**src/hw/rtl/sbt_pkg.sv**
```systemverilog
`timescale 1ns / 1ps

package sbt_pkg;

  localparam int SCREEN_W_DEF = 320;
  localparam int SCREEN_H_DEF = 200;

  // Enough bits for origin + row * width + column at the largest screen size.
  localparam int OFF_W = 29;

  localparam int QUEUE_DEPTH = 2;

  localparam int DEST_X_W = 9;
  localparam int DEST_Y_W = 8;
  localparam int CFG_DATA_W = 9;

  localparam logic CFG_DEST_X = 1'b0;
  localparam logic CFG_DEST_Y = 1'b1;

  typedef struct packed {
    logic             is_pixel;
    logic [OFF_W-1:0] offset;
    logic [7:0]       color;
    logic             done;
  } sbt_item_t;

  typedef struct packed {
    logic full;
    logic empty;
  } sbt_queue_status_t;

endpackage

```
**src/hw/rtl/sbt_front.sv**
```systemverilog
`timescale 1ns / 1ps

module sbt_front #(
  parameter int SCREEN_W = sbt_pkg::SCREEN_W_DEF
) (
  input  logic                          clk,
  input  logic                          rst_n,
  input  logic                          cfg_valid,
  input  logic                          cfg_index,
  input  logic [sbt_pkg::CFG_DATA_W-1:0] cfg_data,
  input  logic                          accept,
  input  logic [7:0]                    sprite_byte,
  output sbt_pkg::sbt_item_t            item
);

  localparam int OFF_W = sbt_pkg::OFF_W;

  typedef enum logic [2:0] {
    HDR_W_LO,
    HDR_W_HI,
    HDR_H_LO,
    HDR_H_HI,
    PIXELS
  } hdr_state_t;

  hdr_state_t                    state_r;
  logic [sbt_pkg::DEST_X_W-1:0]  dest_x_r;
  logic [sbt_pkg::DEST_Y_W-1:0]  dest_y_r;
  logic [15:0]                   width_r;
  logic [15:0]                   height_r;
  logic [15:0]                   col_r;
  logic [15:0]                   row_r;
  logic [OFF_W-1:0]              row_base_r;

  logic [15:0]      height_full;
  logic             col_last;
  logic             row_last;
  logic             zero_size;
  logic [OFF_W-1:0] origin;

  assign height_full = {sprite_byte, height_r[7:0]};
  assign col_last    = (col_r + 16'd1) == width_r;
  assign row_last    = (row_r + 16'd1) == height_r;
  assign zero_size   = (width_r == 16'd0) || (height_full == 16'd0);
  assign origin      = OFF_W'(dest_y_r) * OFF_W'(SCREEN_W) + OFF_W'(dest_x_r);

  always_comb begin
    item.is_pixel = (state_r == PIXELS);
    item.offset   = row_base_r + OFF_W'(col_r);
    item.color    = sprite_byte;
    if (state_r == PIXELS) begin
      item.done = col_last && row_last;
    end else begin
      item.done = (state_r == HDR_H_HI) && zero_size;
    end
  end

  always_ff @(posedge clk) begin
    if (!rst_n) begin
      state_r  <= HDR_W_LO;
      dest_x_r <= '0;
      dest_y_r <= '0;
    end else begin
      if (cfg_valid) begin
        case (cfg_index)
          sbt_pkg::CFG_DEST_X: dest_x_r <= cfg_data[sbt_pkg::DEST_X_W-1:0];
          sbt_pkg::CFG_DEST_Y: dest_y_r <= cfg_data[sbt_pkg::DEST_Y_W-1:0];
          default: ;
        endcase
      end
      if (accept) begin
        case (state_r)
          HDR_W_LO: begin
            width_r <= {8'd0, sprite_byte};
            state_r <= HDR_W_HI;
          end
          HDR_W_HI: begin
            width_r[15:8] <= sprite_byte;
            state_r       <= HDR_H_LO;
          end
          HDR_H_LO: begin
            height_r <= {8'd0, sprite_byte};
            state_r  <= HDR_H_HI;
          end
          HDR_H_HI: begin
            height_r   <= height_full;
            col_r      <= '0;
            row_r      <= '0;
            row_base_r <= origin;
            state_r    <= zero_size ? HDR_W_LO : PIXELS;
          end
          PIXELS: begin
            if (col_last) begin
              col_r      <= '0;
              row_base_r <= row_base_r + OFF_W'(SCREEN_W);
              if (row_last) begin
                row_r   <= '0;
                state_r <= HDR_W_LO;
              end else begin
                row_r <= row_r + 16'd1;
              end
            end else begin
              col_r <= col_r + 16'd1;
            end
          end
          default: state_r <= HDR_W_LO;
        endcase
      end
    end
  end

endmodule

```
**src/hw/rtl/sbt_queue.sv**
```systemverilog
`timescale 1ns / 1ps

module sbt_queue (
  input  logic                      clk,
  input  logic                      rst_n,
  input  logic                      push,
  input  sbt_pkg::sbt_item_t        push_item,
  input  logic                      pop,
  output sbt_pkg::sbt_item_t        pop_item,
  output sbt_pkg::sbt_queue_status_t status
);

  localparam int DEPTH = sbt_pkg::QUEUE_DEPTH;
  localparam int PTR_W = (DEPTH > 1) ? $clog2(DEPTH) : 1;
  localparam int CNT_W = $clog2(DEPTH + 1);

  sbt_pkg::sbt_item_t mem_r [DEPTH];
  logic [PTR_W-1:0]   wr_ptr_r;
  logic [PTR_W-1:0]   rd_ptr_r;
  logic [CNT_W-1:0]   count_r;

  assign status.full  = (count_r == CNT_W'(DEPTH));
  assign status.empty = (count_r == '0);
  assign pop_item     = mem_r[rd_ptr_r];

  always_ff @(posedge clk) begin
    if (push) begin
      mem_r[wr_ptr_r] <= push_item;
    end
  end

  always_ff @(posedge clk) begin
    if (!rst_n) begin
      wr_ptr_r <= '0;
      rd_ptr_r <= '0;
      count_r  <= '0;
    end else begin
      if (push) begin
        wr_ptr_r <= (wr_ptr_r == PTR_W'(DEPTH - 1)) ? '0 : wr_ptr_r + 1'b1;
      end
      if (pop) begin
        rd_ptr_r <= (rd_ptr_r == PTR_W'(DEPTH - 1)) ? '0 : rd_ptr_r + 1'b1;
      end
      if (push && !pop) begin
        count_r <= count_r + 1'b1;
      end else if (pop && !push) begin
        count_r <= count_r - 1'b1;
      end
    end
  end

  a_no_overflow: assert property (@(posedge clk) disable iff (!rst_n)
    push |-> !status.full || pop)
    else $error("queue written while full");

  a_no_underflow: assert property (@(posedge clk) disable iff (!rst_n)
    pop |-> !status.empty)
    else $error("queue read while empty");

  a_count_bound: assert property (@(posedge clk) disable iff (!rst_n)
    count_r <= CNT_W'(DEPTH))
    else $error("queue count beyond depth");

  a_count_step: assert property (@(posedge clk) disable iff (!rst_n)
    (push && !pop) |=> count_r == $past(count_r) + 1'b1)
    else $error("queue count did not follow a lone write");

endmodule

```
**src/hw/rtl/sbt_back.sv**
```systemverilog
`timescale 1ns / 1ps

module sbt_back #(
  parameter int SCREEN_W = sbt_pkg::SCREEN_W_DEF,
  parameter int SCREEN_H = sbt_pkg::SCREEN_H_DEF
) (
  input  logic                       clk,
  input  logic                       rst_n,
  input  sbt_pkg::sbt_item_t         item,
  input  sbt_pkg::sbt_queue_status_t qstat,
  output logic                       pop,
  output logic                       out_valid,
  input  logic                       out_stall,
  output logic                       out_write_enable,
  output logic [15:0]                out_fb_address,
  output logic [7:0]                 out_pixel_color,
  output logic                       out_off_screen,
  output logic                       out_sprite_done
);

  localparam int OFF_W = sbt_pkg::OFF_W;
  localparam logic [OFF_W-1:0] FB_SIZE = OFF_W'(SCREEN_W * SCREEN_H);

  logic        valid_r;
  logic        we_r;
  logic [15:0] addr_r;
  logic [7:0]  color_r;
  logic        offs_r;
  logic        done_r;
  logic        outside;

  assign outside = item.offset >= FB_SIZE;
  assign pop     = !qstat.empty && (!valid_r || !out_stall);

  always_ff @(posedge clk) begin
    if (!rst_n) begin
      valid_r <= 1'b0;
    end else if (pop) begin
      valid_r <= 1'b1;
    end else if (!out_stall) begin
      valid_r <= 1'b0;
    end
  end

  always_ff @(posedge clk) begin
    if (pop) begin
      we_r    <= item.is_pixel && (item.color != 8'd0) && !outside;
      addr_r  <= item.is_pixel ? item.offset[15:0] : 16'd0;
      color_r <= item.is_pixel ? item.color : 8'd0;
      offs_r  <= item.is_pixel && outside;
      done_r  <= item.done;
    end
  end

  assign out_valid        = valid_r;
  assign out_write_enable = we_r;
  assign out_fb_address   = addr_r;
  assign out_pixel_color  = color_r;
  assign out_off_screen   = offs_r;
  assign out_sprite_done  = done_r;

endmodule

```
**src/hw/rtl/sprite_blit_transparent.sv**
```systemverilog
`timescale 1ns / 1ps
// A byte transferred at a clock edge is written into the queue, then popped into the
// output register, whose contents drive out_valid and the result outputs.
// Throughput: one byte per cycle while in_stall is low, header and pixel bytes alike,
// set by the two-entry queue between the header parser and the output register.
// Reset (rst_n low at a clock edge): queue and output emptied, parser awaits a header,
// dest_x and dest_y cleared to zero.

module sprite_blit_transparent #(
  parameter int SCREEN_W = sbt_pkg::SCREEN_W_DEF,
  parameter int SCREEN_H = sbt_pkg::SCREEN_H_DEF
) (
  input  logic                           clk,
  input  logic                           rst_n,
  input  logic                           cfg_valid,
  output logic                           cfg_ready,
  input  logic                           cfg_index,
  input  logic [sbt_pkg::CFG_DATA_W-1:0] cfg_data,
  input  logic                           in_valid,
  output logic                           in_stall,
  input  logic [7:0]                     in_sprite_byte,
  output logic                           out_valid,
  input  logic                           out_stall,
  output logic                           out_write_enable,
  output logic [15:0]                    out_fb_address,
  output logic [7:0]                     out_pixel_color,
  output logic                           out_off_screen,
  output logic                           out_sprite_done
);

  sbt_pkg::sbt_item_t         front_item;
  sbt_pkg::sbt_item_t         queue_item;
  sbt_pkg::sbt_queue_status_t qstat;
  logic                       accept;
  logic                       pop;

  assign cfg_ready = 1'b1;
  assign in_stall  = qstat.full;
  assign accept    = in_valid && !in_stall;

  sbt_front #(
    .SCREEN_W(SCREEN_W)
  ) u_front (
    .clk        (clk),
    .rst_n      (rst_n),
    .cfg_valid  (cfg_valid),
    .cfg_index  (cfg_index),
    .cfg_data   (cfg_data),
    .accept     (accept),
    .sprite_byte(in_sprite_byte),
    .item       (front_item)
  );

  sbt_queue u_queue (
    .clk      (clk),
    .rst_n    (rst_n),
    .push     (accept),
    .push_item(front_item),
    .pop      (pop),
    .pop_item (queue_item),
    .status   (qstat)
  );

  sbt_back #(
    .SCREEN_W(SCREEN_W),
    .SCREEN_H(SCREEN_H)
  ) u_back (
    .clk             (clk),
    .rst_n           (rst_n),
    .item            (queue_item),
    .qstat           (qstat),
    .pop             (pop),
    .out_valid       (out_valid),
    .out_stall       (out_stall),
    .out_write_enable(out_write_enable),
    .out_fb_address  (out_fb_address),
    .out_pixel_color (out_pixel_color),
    .out_off_screen  (out_off_screen),
    .out_sprite_done (out_sprite_done)
  );

endmodule

```
**config.mk**
```make
export PLATFORM = sky130hd
export DESIGN_NAME = sprite_blit_transparent
export DESIGN_NICKNAME = d
export VERILOG_FILES = /design/src/hw/rtl/sbt_pkg.sv /design/src/hw/rtl/sbt_front.sv /design/src/hw/rtl/sbt_queue.sv /design/src/hw/rtl/sbt_back.sv /design/src/hw/rtl/sprite_blit_transparent.sv
export SDC_FILE = /design/constraint.sdc
export NUM_CORES = 1
export LEC_CHECK = 0
export BUFFER_PORTS_ARGS = -buffer_cell sky130_fd_sc_hd__buf_2
export CORE_MARGIN = 2
export CORE_UTILIZATION = 31
export DETAILED_ROUTE_END_ITERATION = 8
export SLEW_MARGIN = 20
export SYNTH_ARGS = -nofsm -noshare
export SYNTH_HDL_FRONTEND = slang
export SYNTH_SLANG_ARGS = --single-unit
export TNS_END_PERCENT = 30
```
**constraint.sdc**
```tcl
create_clock -name clk -period 9.6 [get_ports clk]
set_input_delay 0.96 -clock clk [delete_from_list [all_inputs] [get_ports clk]]
set_output_delay 0.96 -clock clk [all_outputs]
set_load 0.05 [all_outputs]
```
=== Yosys cells after proc, flatten, opt, wreduce, memory -nomap -nowiden ===
Memory sizes are Yosys's and may differ from the RTL's. A register that Yosys moved wholly into a read port is not among the register bits.
Cells that the tools add are included.

* Register bits: 145
* Logic and storage cells: 103
* Bits in read-only memories: 0
* Bits in latches: 0
* RAM bits: 78
* Memories: 1

* $mul: 1
* Divide/modulo/power cells: 0
* Equal/unequal tests: 10
* Bitwise operators: 2
* Reduce and logical (&&, ||, !) cells: 36
* $add $sub $neg: 9
* Mux-type cells: 24
* $lt $le $gt $ge: 1
* Shift operators: 0

{| class="wikitable"
|+ Memory list
! name !! depth !! width !! rd ports !! clocked after memory_dff !! wr ports !! line !! RTL
|-
| u_queue.mem_r || 2 || 39 || 1 || 1 || 1 || sbt_queue.sv:17 || <nowiki>sbt_pkg::sbt_item_t mem_r [DEPTH];</nowiki>
|}

{| class="wikitable"
|+ Operators with widths
! operator !! number
|-
| one-hot mux 16 bit (2 select lines) || 3
|-
| one-hot mux 29 bit (2 select lines) || 1
|-
| 2-to-1 mux 16 bit || 3
|-
| adder 16 x 1 -> 16 bit (second input constant) || 2
|-
| == test 16 bit || 2
|-
| logical NOT 16 bit || 2
|-
| adder 29 x 16 -> 29 bit || 1
|-
| adder 29 x 9 -> 29 bit (second input constant) || 1
|-
| greater-or-equal comparator 29 x 16 -> 1 bit (second input constant) || 1
|-
| 2-to-1 mux 29 bit || 1
|-
| adder 17 x 9 -> 18 bit || 1
|-
| one-hot mux 8 bit (2 select lines) || 1
|-
| one-hot mux 3 bit (5 select lines) || 1
|-
| AND reduction 3 bit || 5
|-
| multiplier 8 x 3 -> 11 bit (second input constant) || 1
|-
| logical AND 1 bit || 9
|-
| 2-to-1 mux 1 bit || 9
|-
| 2-to-1 mux 3 bit || 3
|-
| AND reduction 4 bit || 2
|-
| nonzero test 2 bit || 4
|-
| nonzero test 8 bit || 1
|-
| logical NOT 1 bit || 7
|-
| == test 3 x 2 -> 1 bit (second input constant) || 2
|-
| 2-to-1 mux 2 bit || 2
|-
| other kinds (13) || 18
|}

=== Longest topological paths before layout ===
Gate-level depths: netlist (run 1).

* Depth in word-level cells: 7
* Depth in mapped cells: 11
* Gate-level depth less buffers: 11

=== By module ===
A second synthesis (run 1) with hierarchy kept.

* Cell total of the unflattened synthesis: 1,106
* Area total of the unflattened synthesis: 12,366.9 um2

{| class="wikitable"
|+ Modules (own cells, without submodules)
! module !! times used !! area each (um2) !! cells an instance
|-
| sbt_front || 1 || 8,227.9 || 890
|-
| sbt_queue || 1 || 3,029.2 || 143
|-
| sbt_back || 1 || 1,084.8 || 70
|-
| sprite_blit_transparent || 1 || 25.0 || 3
|}

=== Least setup slack after synthesis (run 1) ===
No wires, ideal clock.

* Path type: reg-to-reg
* From: reg u_front.col_r[7]
* To: reg u_front.row_base_r[10] (enable)
* Stages on the path, launching flop included: 11
* Path buffers: 2
* Setup slack: 6.250 ns
* Data arrival time: 2.968 ns
* Required time: 9.218 ns
* Setup time: 0.382 ns
* Cell sequence: edfxtp_1 -> buf_4 -> and4_1 -> buf_6 -> nand4_4 -> or3_1 -> o21a_1 -> o31a_1 -> or4_4 -> nor2_2 -> o21ba_2

* Word-level cells in the longest chain between the ends: 4

{| class="wikitable"
|+ Ends and longest elaborated chain
! what !! line !! RTL
|-
| start, declared || sbt_front.sv:31 || <nowiki>logic [15:0] col_r;</nowiki>
|-
| start signal, assigned || sbt_front.sv:103 || <nowiki>col_r <= col_r + 16'd1;</nowiki>
|-
| adder 16 x 1 -> 16 bit || sbt_front.sv:42 || <nowiki>assign col_last = (col_r + 16'd1) == width_r;</nowiki>
|-
| == test 16 bit || sbt_front.sv:42 ||
|-
| inequality test 2 bit (no source line) || - ||
|-
| AND reduction 4 bit (no source line) || - ||
|-
| end signal, assigned || sbt_front.sv:89 || <nowiki>row_base_r <= origin;</nowiki>
|-
| end signal, assigned || sbt_front.sv:95 || <nowiki>row_base_r <= row_base_r + OFF_W'(SCREEN_W);</nowiki>
|-
| end, declared || sbt_front.sv:33 || <nowiki>logic [OFF_W-1:0] row_base_r;</nowiki>
|}

No other way between the ends.
A chain may end at the register's enable or synchronous reset.

=== Worst setup path in the final report (run 1) ===
* From: reg u_front.col_r[6]
* To: reg u_front.row_base_r[26] (enable)

The elaborated chain is that of the path after synthesis.

==> results.md, run 1 <==
* Status: finished clean
* R2R depth at 8
* Top cell type's share of synthesized area at 50.9%
* IO Port Bufs at 51
* Total wire length at 25300 µm
* Met2 routed WL at 10800 µm
* Synth Area in Compound Gates at 8.25%
* Max clock buf depth at 3
* Hold-critical path depth at 2
* Prevailing post-synth register cell: edfxtp_1
* Relative slew margins at 30.6%
* Post-Synth Simple-Gate Area at 17.7%
* Number of enable flip-flop cells after synthesis at 198
* GRT overflow at 0
* # IOs at 53
* Largest cells by area after synthesis: edfxtp_1, xnor2_1, dfxtp_1
* Syn_nets at 1099
* Final hold vios at 0
* Post-Synthesis Cell Area at 0.0117 mm²
* Final Cycle Share at 39.1%
* Pre-antenna DRT Iters at 9
* Placed Area at 0.0124 mm²
* Adder-cell share of the synthesized area at 4.26%
* Pwr dens at 212 mW/mm²
* DR top layer: met4
* Largest family of logic cells by synthesized area: simple AND/OR/NAND/NOR gates
* Area leader, netlist: edfxtp_1
* CP Capture Type: flop
* Routed length on met3 at 1210 µm
* CP arrival at 3900 ps
* Antenna Cells at 0
* Yosys warnings at 0
* RSZ-0062 raised after global routing: false
* Area Overhead vs Synth at 13.2%
* Die Area at 0.0393 mm²
* WL/cell at 15.8 µm
* RR Startpoint: u_front.col_r[6]
* Chip height at 198 µm
* Synth unique cells at 76
* Worst Hold Path EP: u_front.dest_x_r[5]
* Vias at 7752
* CP startpoint: u_front.col_r[6]
* Peak VDD IR at 0.0998 mV
* DR iter-0 viols at 611
* Number of synthesized register bits at 224
* Synth Area in XOR/XNOR at 8.68%
* First-pass GRT wire length at 40100 µm
* Fill count at 3685
* Hold crit path type: flop to flop
* Final net count at 1140
* Hold buffers post-CTS at 0
* Starting Density at 31.3%
* H-tree levels at 1
* Actual slew at the worst max-slew pin at 1030 ps
* Finished Cell Area at 0.0132 mm²
* F_max at 266 MHz
* WP data required at 9750 ps
* Syn_area_per_cell at 11.3 µm²
* MaxCap Viol Count at 0
* Post-layout min period at 3750 ps
* Final Setup Violations at 0
* Crit Path Class: flop to flop
* Pleak at 4.71 nW
* Core area at 0.0374 mm²
* CTS resizes at 0
* Register Area at 0.00647 mm²
* Final-report max-slew violation count at 0
* CTS buffer count at 26
* Proportion of synthesized area in mux cells at 2.75%
* Row count at 71
* Setup Buffers After CTS at 0
* Multi-input logic area at 0.00489 mm²
* Vias in the first global route at 7464
* Vias/cell at 4.83
* Fraction of layout cells with a size suffix above 1 at 9.79%
* Clock sink total at 224
* Final setup TNS at 0 ps
* Post-detailed-route DRC marker count at 0
* Async SR Flop Fraction at 0%
* Root Buffer: clkbuf_16
* Hold path start: u_front.dest_x_r[5]
* Worst-Skew Late Latency at 530 ps
* Gate Count Post-Synth at 1038
* Initial antenna violation count at 0
* Final ANT Viol Nets at 0
* Largest net degree at the start of global routing at 40
* Hpwl dp at 17700 µm
* Clk_skew at 15.6 ps
* Flop2flop setup slack at 5850 ps
* Met1 WL at 12700 µm
* Post-synthesis sequential area ratio at 55.3%
* Gr usage total at 12.9%
* Crit Path Max Fanout at 39
* CP Launch Type: flop
* CTS tree: done
* Die width at 198 µm
* GP Congestion at 0.844
* Clk slew on worst S/H paths at 60 ps
* Worst r2r dst: u_front.row_base_r[26]
## Yosys cell counts, types with 4 or more instances
library cell and number:
edfxtp_1 198, nor2_1 112, nand2_1 76, xnor2_1 60
xor2_1 48, nand3_1 43, a21oi_1 41, and2_1 37
ha_1 35, inv_1 34, o21ai_0 34, clkbuf_1 32
mux2i_1 31, dfxtp_1 26, a21boi_0 20, nor3_1 20
nor4_1 20, nand4_1 19, nand2b_1 13, and3_1 12
nor2b_1 9, a21o_1 8, o211ai_1 7, or3_1 7
nor3b_1 6, o21a_1 6, a31oi_1 5, o21bai_1 5
and4_1 4, buf_6 4
## registers in the layout, indices dropped and copies added (netlist names), 2 cells and up, named ones only
register / cells
u_queue.count_r: 2
u_front.row_r: 16
u_back.out_pixel_color: 8
u_back.out_fb_address: 16
u_queue.mem_r: 78
u_front.state_r: 3
u_front.dest_x_r: 9
u_front.col_r: 16
u_front.row_base_r: 29
u_front.dest_y_r: 8
u_front.width_r: 16
u_front.height_r: 16
## cell type report
| type | count | area share [%] |
|---|---|---|
| clock inverters | 8 | 0.652 |
| well taps | 511 | 4.83 |
| repair buffers | 58 | 2.33 |
| multi-input cells | 735 | 37.0 |
| flip-flops and latches | 224 | 48.9 |
| clock buffers | 34 | 5.38 |
| inverters | 34 | 0.964 |
## how the worst max path moves through the flow
| stage | to | slack, ps | depth (start not counted) |
|---|---|---|---|
| finish | u_front.row_base_r[26] | 5850 | 8 |
| global route | u_front.row_r[14] | 5610 | 9 |
| CTS | u_front.row_base_r[27] | 5510 | 8 |
| detailed placement | u_front.row_base_r[26] | 5510 | 8 |
| global placement | u_front.row_base_r[28] | 5600 | 8 |
| floorplan | u_front.row_base_r[10] | 6250 | 10 |
## worst max-delay path: stages (launching register included)
cell      delay, ps
edfxtp_1        560
and4_1          440
nand4_4         190
or3_1           410
o21a_1          180
o31a_1          260
or4_4           610
nor2_2          140
o21ba_4         550
## cells by family after synthesis
family / Yosys count
AOI/OAI and AO/OA: 150
xor gates and xnor gates: 111
adders and majority gates: 38
buffers and inverters: 79
DFF: 224
muxes: 32
other: 1
and+or+nand+nor: 403
## metal layers
metal,GRT usage (%),up-vias
li1,-,3834
met1,18.8,3694
met2,19.6,181
met3,2.03,43
met4,3.65,0
met5,0,-
## metrics by stage
step | cells | hold slack, ps | total power, W | setup WS, ps | utilization, %
global placement | 1562 | 456 | 0.00189 | 5600 | 33.2
CTS | 1604 | 478 | 0.00284 | 5510 | 35.4
detailed placement | 1562 | 470 | 0.00189 | 5510 | 33.2
global route | 1604 | 498 | 0.00294 | 5610 | 35.4
floorplan | 1038 | 439 | 0.00174 | 6250 | -
finish | 1604 | 475 | 0.00280 | 5850 | 35.4
## cell usage in the layout (no fill, tap or decap), types with 27 or more instances in the layout
cell type / Yosys / routed
nor2_1: 112 / 110
nand2_1: 76 / 76
ha_1: 35 / 35
buf_2: 3 / 51
mux2i_1: 31 / 30
edfxtp_1: 198 / 198
nand3_1: 43 / 43
xor2_1: 48 / 48
o21ai_0: 34 / 34
a21oi_1: 41 / 41
xnor2_1: 60 / 60
clkbuf_16: 0 / 27
inv_1: 34 / 33
and2_1: 37 / 37
## power breakdown
group	internal [W]	leakage, nW	switching [W]	total, W
sequential	0.00122	2.01	0.0000843	0.00130
combinational	0.000163	2.30	0.000399	0.000562
clock	0.000567	0.392	0.000367	0.000934
No activity file was read; power rests on OpenSTA's default activity.
==> run 2, diff against run 1 <==
==> constraint.sdc (replaced) <==
create_clock -name clk -period 3.5 [get_ports clk]
set_input_delay 0.35 -clock clk [delete_from_list [all_inputs] [get_ports clk]]
set_output_delay 0.35 -clock clk [all_outputs]
set_load 0.05 [all_outputs]
==> run 2 against run 1 <==
Effect of this change: fmax increased by 13%; sequential cell count stayed put; first-iteration DRC count fell by 29%; via count increased by 1.1%; non-clock buffer count rose by 22; cell count up 1.7%; setup slack worse by 5700 ps; sequential share of layout area down 0.92 points; critical path depth up 2; largest power group unchanged; sequential power rose to 2.7 times the previous value; power grew to 2.8 times the previous value; highest routed layer unchanged; die area stayed put.
==> results.md, run 2 (same netlist as run 1, synthesis figures left out) <==
* Fraction of layout cells with a size suffix above 1 at 12.1% (+2.3 points)
* Pleak at 4.84 nW (+3.0%)
* Status: finished clean
* Root Buffer: clkbuf_16
* Most common cell after layout, fill and taps aside: edfxtp_1
* CP Capture Type: flop
* Clk_skew at 42.0 ps (+26.4 ps)
* Peak VDD IR at 0.338 mV (+240%)
* Initial antenna violation count at 0 (unchanged)
* Vias/cell at 4.80 (-0.62%)
* H-tree levels at 1 (unchanged)
* Die width at 198 µm (unchanged)
* Post-detailed-route DRC marker count at 0 (unchanged)
* Relative slew margins at 47.3% (+17 points)
* CTS resizes at 0 (unchanged)
* Largest register FFs at 78 (unchanged)
* Pwr dens at 582 mW/mm² (+180%)
* Final ANT Viol Nets at 0 (unchanged)
* Final Cycle Share at 95.2% (+56 points)
* IO Port Bufs at 51 (unchanged)
* Pre-CTS setup slack at 155 ps (-5360 ps)
* Vias in the first global route at 7664 (+2.7%)
* Vias at 7834 (+1.1%)
* Final-report max-slew violation count at 0 (unchanged)
* Setup Buffers After CTS at 0 (unchanged)
* Final hold vios at 0 (unchanged)
* Area Overhead vs Synth at 15.4%
* CP Launch Type: flop
* Worst setup margin at 167 ps (-5680 ps)
* WP data required at 3710 ps (-6040 ps)
* Hold-critical path depth at 3 (+1)
* Antenna Cells at 0 (unchanged)
* Largest Register: u_queue.mem_r
* GP Congestion at 0.881 (+4.5%)
* First-pass GRT wire length at 41000 µm (+2.4%)
* Total wire length at 25500 µm (+0.97%)
* Clk slew on worst S/H paths at 60 ps (about the same)
* Max clock buf depth at 3 (unchanged)
* Hold crit path type: primary input to flop
* Gr usage total at 13.0% (+0.19 points)
* CTS buffer count at 26 (unchanged)
* Pre-antenna DRT Iters at 5 (-4)
* Final net count at 1162 (+1.9%)
* Commonest cells after routing, fill and taps aside: edfxtp_1, nor2_1, nand2_1
* Final Setup Violations at 0 (unchanged)
* # IOs at 53 (unchanged)
* F_max at 300 MHz (+13%)
* MaxCap Viol Count at 0 (unchanged)
* Hold buffers post-CTS at 0 (unchanged)
* Crit Path Max Fanout at 23 (-41%)
* Actual slew at the worst max-slew pin at 785 ps (-248 ps)
* Post-layout min period at 3330 ps (-421 ps)
* Largest registers: u_queue.mem_r: 78 flops, u_front.row_base_r: 29 flops
* Die Area at 0.0393 mm² (unchanged)
* Clock sink total at 224 (unchanged)
* CP arrival at 3540 ps (-360 ps)
* CTS tree: done
* Hpwl dp at 18200 µm (+2.9%)
* Chip height at 198 µm (unchanged)
* Core area at 0.0374 mm² (unchanged)
* RSZ-0062 raised after global routing: false
* Row count at 71 (unchanged)
* Final setup TNS at 0 ps (unchanged)
* DR iter-0 viols at 433 (-29%)
* GRT overflow at 0 (unchanged)
* Crit Path Class: flop to flop
* Largest net degree at the start of global routing at 40 (unchanged)
* Worst-Skew Late Latency at 550 ps (+20 ps)
* R2R depth at 10 (+2)
* Starting Density at 31.3% (unchanged)
* WL/cell at 15.7 µm (-0.70%)
[run 2: cell count changes in the layout (fill, tap and decap cells not counted), sizes merged]
cell and delta:
buf +22, bufinv +2, clkbuf -7, clkinv +8
inv +2
[run 2: power breakdown]
group          total, W  internal, W  switching, W  leakage [nW]
clock           0.00273      0.00165       0.00108         0.426
combinational   0.00159     0.000481       0.00111          2.41
sequential      0.00354      0.00334      0.000202          2.01
[run 2: layout make-up]
cell class | count | area, µm²
Tap cell | 511 | 639
Fill cell | 3690 | 23900
Clock buffer | 27 | 654
Multi-Input combinational cell | 735 | 4890
Timing Repair Buffer | 80 | 498
Clock inverter | 20 | 213
Inverter | 34 | 128
Sequential cell | 224 | 6470
[run 2: path summary, 6_finish.rpt]
path / from / to / slack, ps
setup / recovery: u_front.col_r[1] / u_front.row_base_r[12] / 170
hold / removal: cfg_data[0] / u_front.dest_x_r[0] / 110
setup reg to reg: u_front.col_r[1] / u_front.row_base_r[12] / 170
hold reg to reg: u_front.dest_x_r[1] / u_front.dest_x_r[1] / 460
[run 2: metrics by stage]
step	utilization [%]	std cells	area, µm²	hold WS, ps	power, W
floorplan	-	1038	11700	439	0.00476
global placement	33.7	1584	12600	454	0.00518
detailed placement	33.7	1584	12600	460	0.00521
CTS	36.1	1631	13500	90.7	0.00797
global route	36.1	1631	13500	111	0.00823
finish	36.1	1631	13500	106	0.00785
[run 2: routing by layer]
metal	routed length [µm]	vias up	GRT usage, %
li1	-	3879	-
met5	0	-	0
met3	1140	42	1.55
met1	12900	3740	19.5
met2	10900	173	19.9
met4	562	0	3.37
[run 2: critical path, stage by stage, from the launching register on]
cell and delay (ps):
edfxtp_1 440, ha_1 250, and4_2 420, nand4_1 150, xor2_1 280, xor2_1 240, o221ai_1 160, or4_4 500
nor2_2 140, o21ba_2 200, buf_12 190
